`src/mwrms_pkg.sv`:
```
// ----------------------------------------------------------------------------
// mwrms_pkg - shared types and constants of the moving window RMS block
// Controller states, controller-to-datapath commands, datapath status and
// the fixed field widths of the sample path.
// ----------------------------------------------------------------------------
package mwrms_pkg;

	// fixed widths of the sample path
	localparam int SAMPLE_W  = 12;
	localparam int CHAN_W    = 2;
	localparam int SUM_W     = 31;
	localparam int SQ_W      = 2 * SAMPLE_W;
	localparam int RMS_W     = 16;
	localparam int BIT_IDX_W = 4;
	localparam int FRAC_SH   = 8;

	// controller states, one-hot
	typedef enum logic [5:0] {
		ST_IDLE = 6'b000001,
		ST_RD   = 6'b000010,
		ST_SQ   = 6'b000100,
		ST_UPD  = 6'b001000,
		ST_ROOT = 6'b010000,
		ST_OUT  = 6'b100000
	} state_t;

	// commands from controller to datapath
	typedef struct packed {
		logic cap;       // capture the accepted item
		logic rd;        // read the slot about to be replaced
		logic sq;        // register both squares
		logic upd;       // update sum, ring and position, start root
		logic root;      // one bit of the square root
		logic out_load;  // load the result register
	} cmd_t;

	// status from datapath to controller
	typedef struct packed {
		logic chan_ok;    // channel of the offered item is in range
		logic root_last;  // root is on its final bit
		logic out_free;   // result register can take a new item
	} status_t;

endpackage

```
`src/mwrms_ctrl.sv`:
```
// ----------------------------------------------------------------------------
// mwrms_ctrl - sequencer of the moving window RMS block
// Steps one item through read, square, update, sixteen root steps and
// result load, and holds off new items until the sequence is done.
// ----------------------------------------------------------------------------
module mwrms_ctrl (
	input  logic                clk,
	input  logic                arst_n,
	input  logic                in_valid,
	output logic                in_stall,
	input  mwrms_pkg::status_t  st,
	output mwrms_pkg::cmd_t     cmd
);

	mwrms_pkg::state_t state_q;
	mwrms_pkg::state_t state_d;

	// next state and commands
	always_comb begin
		state_d = state_q;
		cmd     = '0;
		unique case (state_q)
			mwrms_pkg::ST_IDLE: begin
				if (in_valid && st.chan_ok) begin
					cmd.cap = 1'b1;
					state_d = mwrms_pkg::ST_RD;
				end
			end
			mwrms_pkg::ST_RD: begin
				cmd.rd  = 1'b1;
				state_d = mwrms_pkg::ST_SQ;
			end
			mwrms_pkg::ST_SQ: begin
				cmd.sq  = 1'b1;
				state_d = mwrms_pkg::ST_UPD;
			end
			mwrms_pkg::ST_UPD: begin
				cmd.upd = 1'b1;
				state_d = mwrms_pkg::ST_ROOT;
			end
			mwrms_pkg::ST_ROOT: begin
				cmd.root = 1'b1;
				if (st.root_last) begin
					state_d = mwrms_pkg::ST_OUT;
				end
			end
			mwrms_pkg::ST_OUT: begin
				if (st.out_free) begin
					cmd.out_load = 1'b1;
					state_d      = mwrms_pkg::ST_IDLE;
				end
			end
			default: begin
				state_d = mwrms_pkg::ST_IDLE;
			end
		endcase
	end

	// state register
	always_ff @(posedge clk or negedge arst_n) begin
		if (!arst_n) begin
			state_q <= mwrms_pkg::ST_IDLE;
		end else begin
			state_q <= state_d;
		end
	end

	// out-of-range items are taken in idle and dropped
	assign in_stall = (state_q != mwrms_pkg::ST_IDLE);

endmodule

```
`config.mk`:
```
export PLATFORM = sky130hd
export DESIGN_NAME = mwrms_ctrl
export DESIGN_NICKNAME = d
export VERILOG_FILES = /design/src/mwrms_pkg.sv /design/src/mwrms_ctrl.sv
export SDC_FILE = /design/constraint.sdc
export NUM_CORES = 1
export LEC_CHECK = 0
export ABC_AREA = 1
export BUFFER_PORTS_ARGS = -buffer_cell sky130_fd_sc_hd__buf_2
export CORE_AREA = 4 4 41 43
export CTS_CLUSTER_SIZE = 25
export DETAILED_ROUTE_END_ITERATION = 10
export DIE_AREA = 0 0 45 47
export PLACE_DENSITY_LB_ADDON = 0.05
export SYNTH_ARGS = -nofsm -noshare
export SYNTH_HDL_FRONTEND = slang
export SYNTH_SLANG_ARGS = --single-unit
```
`constraint.sdc`:
```
create_clock -name clk -period 2.4 [get_ports clk]
set_clock_uncertainty 0.05 [all_clocks]
set_input_delay 0.12 -clock clk [delete_from_list [all_inputs] [get_ports clk]]
set_output_delay 0.12 -clock clk [all_outputs]
set_load 0.01 [all_outputs]
```
Word-level counts from Yosys, hierarchy flattened
Cells that the tools add are included.
Storage, ports and cells
  flip-flop bits (word level): 6
  latch bits: 0
  bits in writable memories: 0
  bits in read-only memories: 0
  input bits: 6
  output and inout bits: 7
  logic and storage cells: 25
  memories: 0
Cells by class
  add/sub/neg operators: 0
  $mul: 0
  divide/modulo/power cells: 0
  order comparisons: 0
  eq/ne operators: 10
  shift operators: 0
  muxes and demuxes: 12
  bitwise operators: 0
  reductions and logical operators: 2
Operator list (number)
  $pmux 6 s6: 1
  $mux 6: 3
  $mux 1: 8
  $eq 6x1->1 const B: 1
  $eq 6x2->1 const B: 1
  $eq 6x3->1 const B: 1
  $eq 6x4->1 const B: 1
  $eq 6x5->1 const B: 1
  $eq 6x6->1 const B: 1
  $ne 2x2->1 const B: 3
  $ne 6x1->1 const B: 1
  $reduce_and 3->1: 1
  $logic_and 1x1->1: 1

Longest topological paths before layout
Gate-level depths: netlist of the first run.
  depth in word-level cells: 3
  gate-level depth with buffers: 7
  depth with buffers taken out: 7

Worst setup path after synthesis of the first run
No wires, ideal clock.
  path type: flip-flop to output port
  start: register state_q[0]
  end: output port cmd[5] (netlist name)
  data arrival time: 0.982 ns
  data required time: 2.230 ns
  path slack: 1.248 ns
  cell stages (with the launch flop): 5
  path through: dfstp_2 -> inv_1 -> nor2_2 -> nand3_2 -> nor2_1
RTL lines
  start: declaration: RTL line mwrms_ctrl.sv:15  | mwrms_pkg::state_t state_q;
  start signal: assignment: RTL line mwrms_ctrl.sv:62  | state_q <= mwrms_pkg::ST_IDLE;
  start signal: assignment: RTL line mwrms_ctrl.sv:64  | state_q <= state_d;
  end: declaration: RTL line mwrms_ctrl.sv:12  | output mwrms_pkg::cmd_t cmd

==> impl_metrics.toml, run 1 <==
[outcome]
run_status = "finished, final reports clean"

[yosys]
yosys_warning_count = 0
synth-seq-cells = 6
synth_cell_type_count = 12
synth_area_per_cell_um2 = 7.07
mappedNetlistNets = 57
yosysSeqAreaShare_pct = 42.0
post_synth_instance_area_um2 = 360
postSynthCellCount = 51

[placement]
portBuffers = 12
place_congestion = 0.647
dpl.hpwl_um = 630
count_of_placed_standard_cells_including_taps = 78

[setup_path]
timing.critical_path.from_type = "register"
max_stage_delay_ps = 540
worst_r2r_endpoint = "state_q[0]"
rr_worst_depth = 7
crit_family = "flip-flops"
r2r_path_start = "state_q[0]"
critPathMaxFanout = 4
crit_buf_inv = 2
critical-path-slowest-cell = "dfstp_2"
cp.depth = 5
worst-endpoint-arrival_ps = 1260
critPathCaptureType = "output pin"
path_class = "register to output pin"
worstSetupStartpoint = "state_q[0]"
cp_required_ps = 2230
cell_by_cell_listing_of_the_critical_path = "inv_1 > nor2_2 > nand3_2 > nor2_1 > buf_2"
timing.critical_path.to = "cmd[5]"
reg2reg_setup_slack_ps = 1210

[cts]
tritoncts = "yes"
clock_tree.htree_level_count = 1
clk_root_buffer_cell = "clkbuf_4"
cts-buffers-inserted = 3
cts_hold_buffers = 1
clkLatencyLatePin_ps = 250
cts.repair_timing.setup_buffer_count = 0
clkTransAtPathRegs_ps = 50
ctsResizeCount = 0
ctsLongestPathBuffers = 2
cts.sinks = 6

[timing]
tightest_slew_ps = 227
finalMaxSlewViolations = 0
unrepaired_setup_endpoints_after_global_routing = "false"
fin_crit_sh_pct = 59.8
slew_headroom_pct = 84.9
finalHoldViolCount = 0
post-route-min-period_ps = 1430
setup_tns_ps = 0
total_of_endpoints_with_negative_setup_slack_in_the_final_report = 0
fmax_mhz = 697

[finish]
layout_commonest_cell = "inv_1"
post_route_non_filler_standard_cell_count = 83
regMostFlops = "state_q"
flow.area_growth_from_synthesis_pct = 31.9
post_route_cells_drive_above_1_share_pct = 32.4
most_used_cells_in_the_layout_excluding_fill_and_tap_cells = "inv_1, buf_2, nor2_1, nand3_1, nand2_1"
nFillCells = 156
design.final.nets = 75
largestRegisters = "state_q: 6 flops"
number_of_flip_flops_under_the_largest_register_name = 6
number_of_antenna_diodes = 0

[routing]
dr.first_iter.drc_count = 1
met3_wirelength_um = 83
met2_wire_len_um = 304
route.detailed.vias_per_inst = 4.25
first_pass_iters = 4
route.vias.total = 353
wl_met1_um = 362
route.antenna.remaining_nets = 0
detail_route.drc_violations = 0
detail_route.wl_per_cell_um = 9.23
top_layer = "met4"
wirelength_um = 766

[job]
maxCapViolCount = 0

[global_routing]
global_route.usage.total_pct = 9.52
grt_first_pass_wirelength_um = 1330
first_global_vias = 326
grt.overflow.total = 0
antenna_found_initial = 0
grt_start_max_net_pins = 7

[power_and_ir_drop]
pwr_cell_area_nw_per_um2 = 1000
power_leakage_nw = 0.319
vdd.ir_drop.worst_v = 0.000436

[floorplan]
die_area_um2 = 2120
number_of_i_o_pins = 13
start_util_pct = 27.7
dieWidth_um = 45
num_rows = 13
dieHeight_um = 47
floorplan.core_area_um2 = 1300

[min_path]
min_delay_path_depth = 2
hold_class = "primary input to register"
## cell type report
class	instances	area (µm²)	share of cell area, %
Clock buffer	4	26.3	5.53
Inverter	14	52.6	11.1
Tap cell	15	18.8	3.95
Sequential cell	6	151	31.8
Timing Repair Buffer	13	70.1	14.7
Multi-Input combinational cell	31	156	32.9
## cell families after synthesis
kind of cell,after synthesis,synth area share [%]
buffers and inverters,14,14.6
AO/OA/AOI/OAI,1,1.74
AND/OR/NAND/NOR,30,41.7
flip-flops,6,42.0
## synthesized netlist by cell type
| master | number | share of area (%) |
|---|---|---|
| nand3_2 | 1 | 2.8 |
| nand3_1 | 6 | 8.3 |
| inv_1 | 14 | 15 |
| o22ai_1 | 1 | 1.7 |
| dfrtp_1 | 5 | 35 |
| nand2_1 | 6 | 6.2 |
| nor2_1 | 9 | 9.4 |
| nor2_2 | 4 | 6.9 |
| nand4_1 | 2 | 3.5 |
| nor2_4 | 1 | 3.1 |
| nor3_1 | 1 | 1.4 |
| dfstp_2 | 1 | 7.3 |
## per-stage QoR
| step | hold WS [ps] | cell area [µm²] | power, W | setup WS, ps | util [%] |
|---|---|---|---|---|---|
| after floorplan | -226 | 360 | 0.000316 | 1250 | - |
| after CTS | 39.7 | 475 | 0.000488 | 944 | 36.5 |
| final | 49.2 | 475 | 0.000475 | 965 | 36.5 |
| after global placement | -89.7 | 439 | 0.000381 | 1200 | 33.8 |
| after detailed placement | -94.1 | 439 | 0.000377 | 1200 | 33.8 |
| after global routing | 38.2 | 475 | 0.000533 | 809 | 36.5 |
## how the worst min path moves through the flow
stage               startpoint          to  slack, ps
floorplan               arst_n  state_q[1]       -230
global placement        arst_n  state_q[3]        -90
detailed placement      arst_n  state_q[3]        -90
CTS                      st[0]  state_q[5]         40
global route             st[0]  state_q[5]         40
finish                   st[0]  state_q[5]         50
## routing by layer
layer / track usage, % / up-vias
met5: 0 / -
met4: 10.5 / 0
met3: 3.83 / 2
met2: 11.9 / 15
met1: 11.5 / 148
li1: - / 188
## power breakdown
group / switching [W] / internal [W]
sequential: 0.0000263 / 0.000135
combinational: 0.000130 / 0.0000795
clock: 0.0000412 / 0.0000633
total: 0.000198 / 0.000278
(Power assumes the default switching activity.)
==> run 2, diff against run 1 <==
==> constraint.sdc (replaced) <==
create_clock -name clk -period 1.3 [get_ports clk]
set_clock_uncertainty 0.05 [all_clocks]
set_input_delay 0.065 -clock clk [delete_from_list [all_inputs] [get_ports clk]]
set_output_delay 0.065 -clock clk [all_outputs]
set_load 0.01 [all_outputs]
==> run 2 against run 1 <==
The flow now finishes with violations (negative setup slack). Critical path depth is the same. Final cell count grew 3.6%. Core utilization grew 3.3 points. Die area is the same. First-iteration DRC count grew to 6.0 times the previous value. Clock power grew 91%. Critical path type unchanged.
==> impl_metrics.toml, run 2 (synthesis results as in run 1) <==
[placement]
dpl.hpwl_um = 654
portBuffers = 12
place_congestion = 0.663

[setup_path]
critPathCaptureType = "output pin"
path_class = "register to output pin"
timing.critical_path.from_type = "register"
cp_required_ps = 1190
worst-endpoint-arrival_ps = 1260
critPathMaxFanout = 3
reg2reg_setup_slack_ps = 40

[cts]
clkTransAtPathRegs_ps = 50
clkLatencyLatePin_ps = 250
cts.sinks = 6
clk_root_buffer_cell = "clkbuf_4"
cts-buffers-inserted = 3
tritoncts = "yes"
ctsLongestPathBuffers = 2
clock_tree.htree_level_count = 1

[finish]
post_route_cells_drive_above_1_share_pct = 39.4
layout_commonest_cell = "inv_1"
number_of_antenna_diodes = 0
number_of_flip_flops_under_the_largest_register_name = 6
flow.area_growth_from_synthesis_pct = 43.7
design.final.nets = 78
regMostFlops = "state_q"
final_core_utilization_pct = 39.8
most_used_cells_in_the_layout_excluding_fill_and_tap_cells = "inv_1, buf_2, nor2_1"
largestRegisters = "state_q: 6 flops"

[global_routing]
first_global_vias = 318
grt_start_max_net_pins = 7
grt_first_pass_wirelength_um = 1420
global_route.usage.total_pct = 9.75
antenna_found_initial = 0
grt.overflow.total = 0

[power_and_ir_drop]
post-layout-total-power_w = 0.000987
power_leakage_nw = 0.334
pwr_cell_area_nw_per_um2 = 1910
vdd.ir_drop.worst_v = 0.00125

[routing]
detail_route.drc_violations = 0
detail_route.wl_per_cell_um = 10.2
route.vias.total = 371
first_pass_iters = 4
route.detailed.vias_per_inst = 4.31
wirelength_um = 874
dr.first_iter.drc_count = 6
route.antenna.remaining_nets = 0

[timing]
fmax_mhz = 729
fin_crit_sh_pct = 106
final_critical_path_setup_slack_ps = -72.2
finalMaxSlewViolations = 0
tightest_slew_ps = 234
post-route-min-period_ps = 1370
unrepaired_setup_endpoints_after_global_routing = "true"
finalHoldViolCount = 0
slew_headroom_pct = 84.4
total_of_endpoints_with_negative_setup_slack_in_the_final_report = 7

[floorplan]
dieHeight_um = 47
die_area_um2 = 2120
number_of_i_o_pins = 13
start_util_pct = 27.7
num_rows = 13
dieWidth_um = 45
floorplan.core_area_um2 = 1300

[outcome]
violations = "negative setup slack"
run_status = "complete, but fails checks"

[min_path]
hold_class = "primary input to register"

[job]
maxCapViolCount = 0
run 2: cell count changes in the layout (fill, tap and decap cells not counted):
cell	before	now
nand3_2	1	2
nand2_1	6	5
nand2_2	0	1
nor2_4	1	2
nand3_1	6	5
inv_2	0	1
nor3_1	1	0
buf_4	0	2
dlygate4sd3_1	1	2
nor2_2	4	3
nor3_2	0	1
inv_1	14	13
run 2: final timing paths:
kind,from,to,depth (start not counted)
max reg2reg,state_q[2],state_q[0],7
min,st[2],state_q[0],4
min in group asynchronous,arst_n,state_q[3],2
min reg2reg,state_q[1],state_q[0],3
max,state_q[0],cmd[5],5
max in group asynchronous,arst_n,state_q[0],2
run 2: cell type report:
type,instances,area (µm²)
Tap cell,15,18.8
Inverter,14,52.6
Clock buffer,4,26.3
Fill cell,166,783
Multi-Input combinational cell,31,174
Sequential cell,6,151
Timing Repair Buffer,16,95.1
run 2: layer usage:
layer | vias to the layer above | wire length, µm | share of wire [%] | GRT usage, %
met5 | - | 0 | 0 | 0
met4 | 0 | 0 | 0 | 1.75
met3 | 0 | 83 | 9.5 | 6.13
met2 | 13 | 360 | 41 | 14.1
met1 | 163 | 430 | 49 | 12.4
li1 | 195 | - | - | -
run 2: timing repair:
action                     in CTS  in global routing
hold endpoints to repair        7                  0
gates resized for setup         3                  2
hold buffers                    2                  0
buffers inserted                2                  0
setup endpoints to repair       7                 10
pin swaps                       2                  1
run 2: through the flow:
step / cells / setup TNS [ps] / instance area, µm² / hold slack (ps) / setup slack [ps]
3_3_place_gp: 78 / 0 / 439 / -143 / 106
3_5_place_dp: 78 / 0 / 439 / -144 / 97.9
4_1_cts: 86 / -357 / 510 / 59.0 / -83.9
2_1_floorplan: 51 / 0 / 360 / -281 / 175
5_1_grt: 86 / -965 / 518 / 99.4 / -158
6_report: 86 / -248 / 518 / 78.6 / -72.2
run 2: critical path, stage by stage (launching register included):
cell	delay (ps)
dfstp_2	560
inv_2	40
nor2_2	100
nand3_2	100
nor2_1	90
buf_2	130
run 2: power breakdown:
part           internal, W  switching, W
Combinational     0.000205      0.000278
Sequential        0.000250     0.0000558
Clock             0.000117     0.0000815
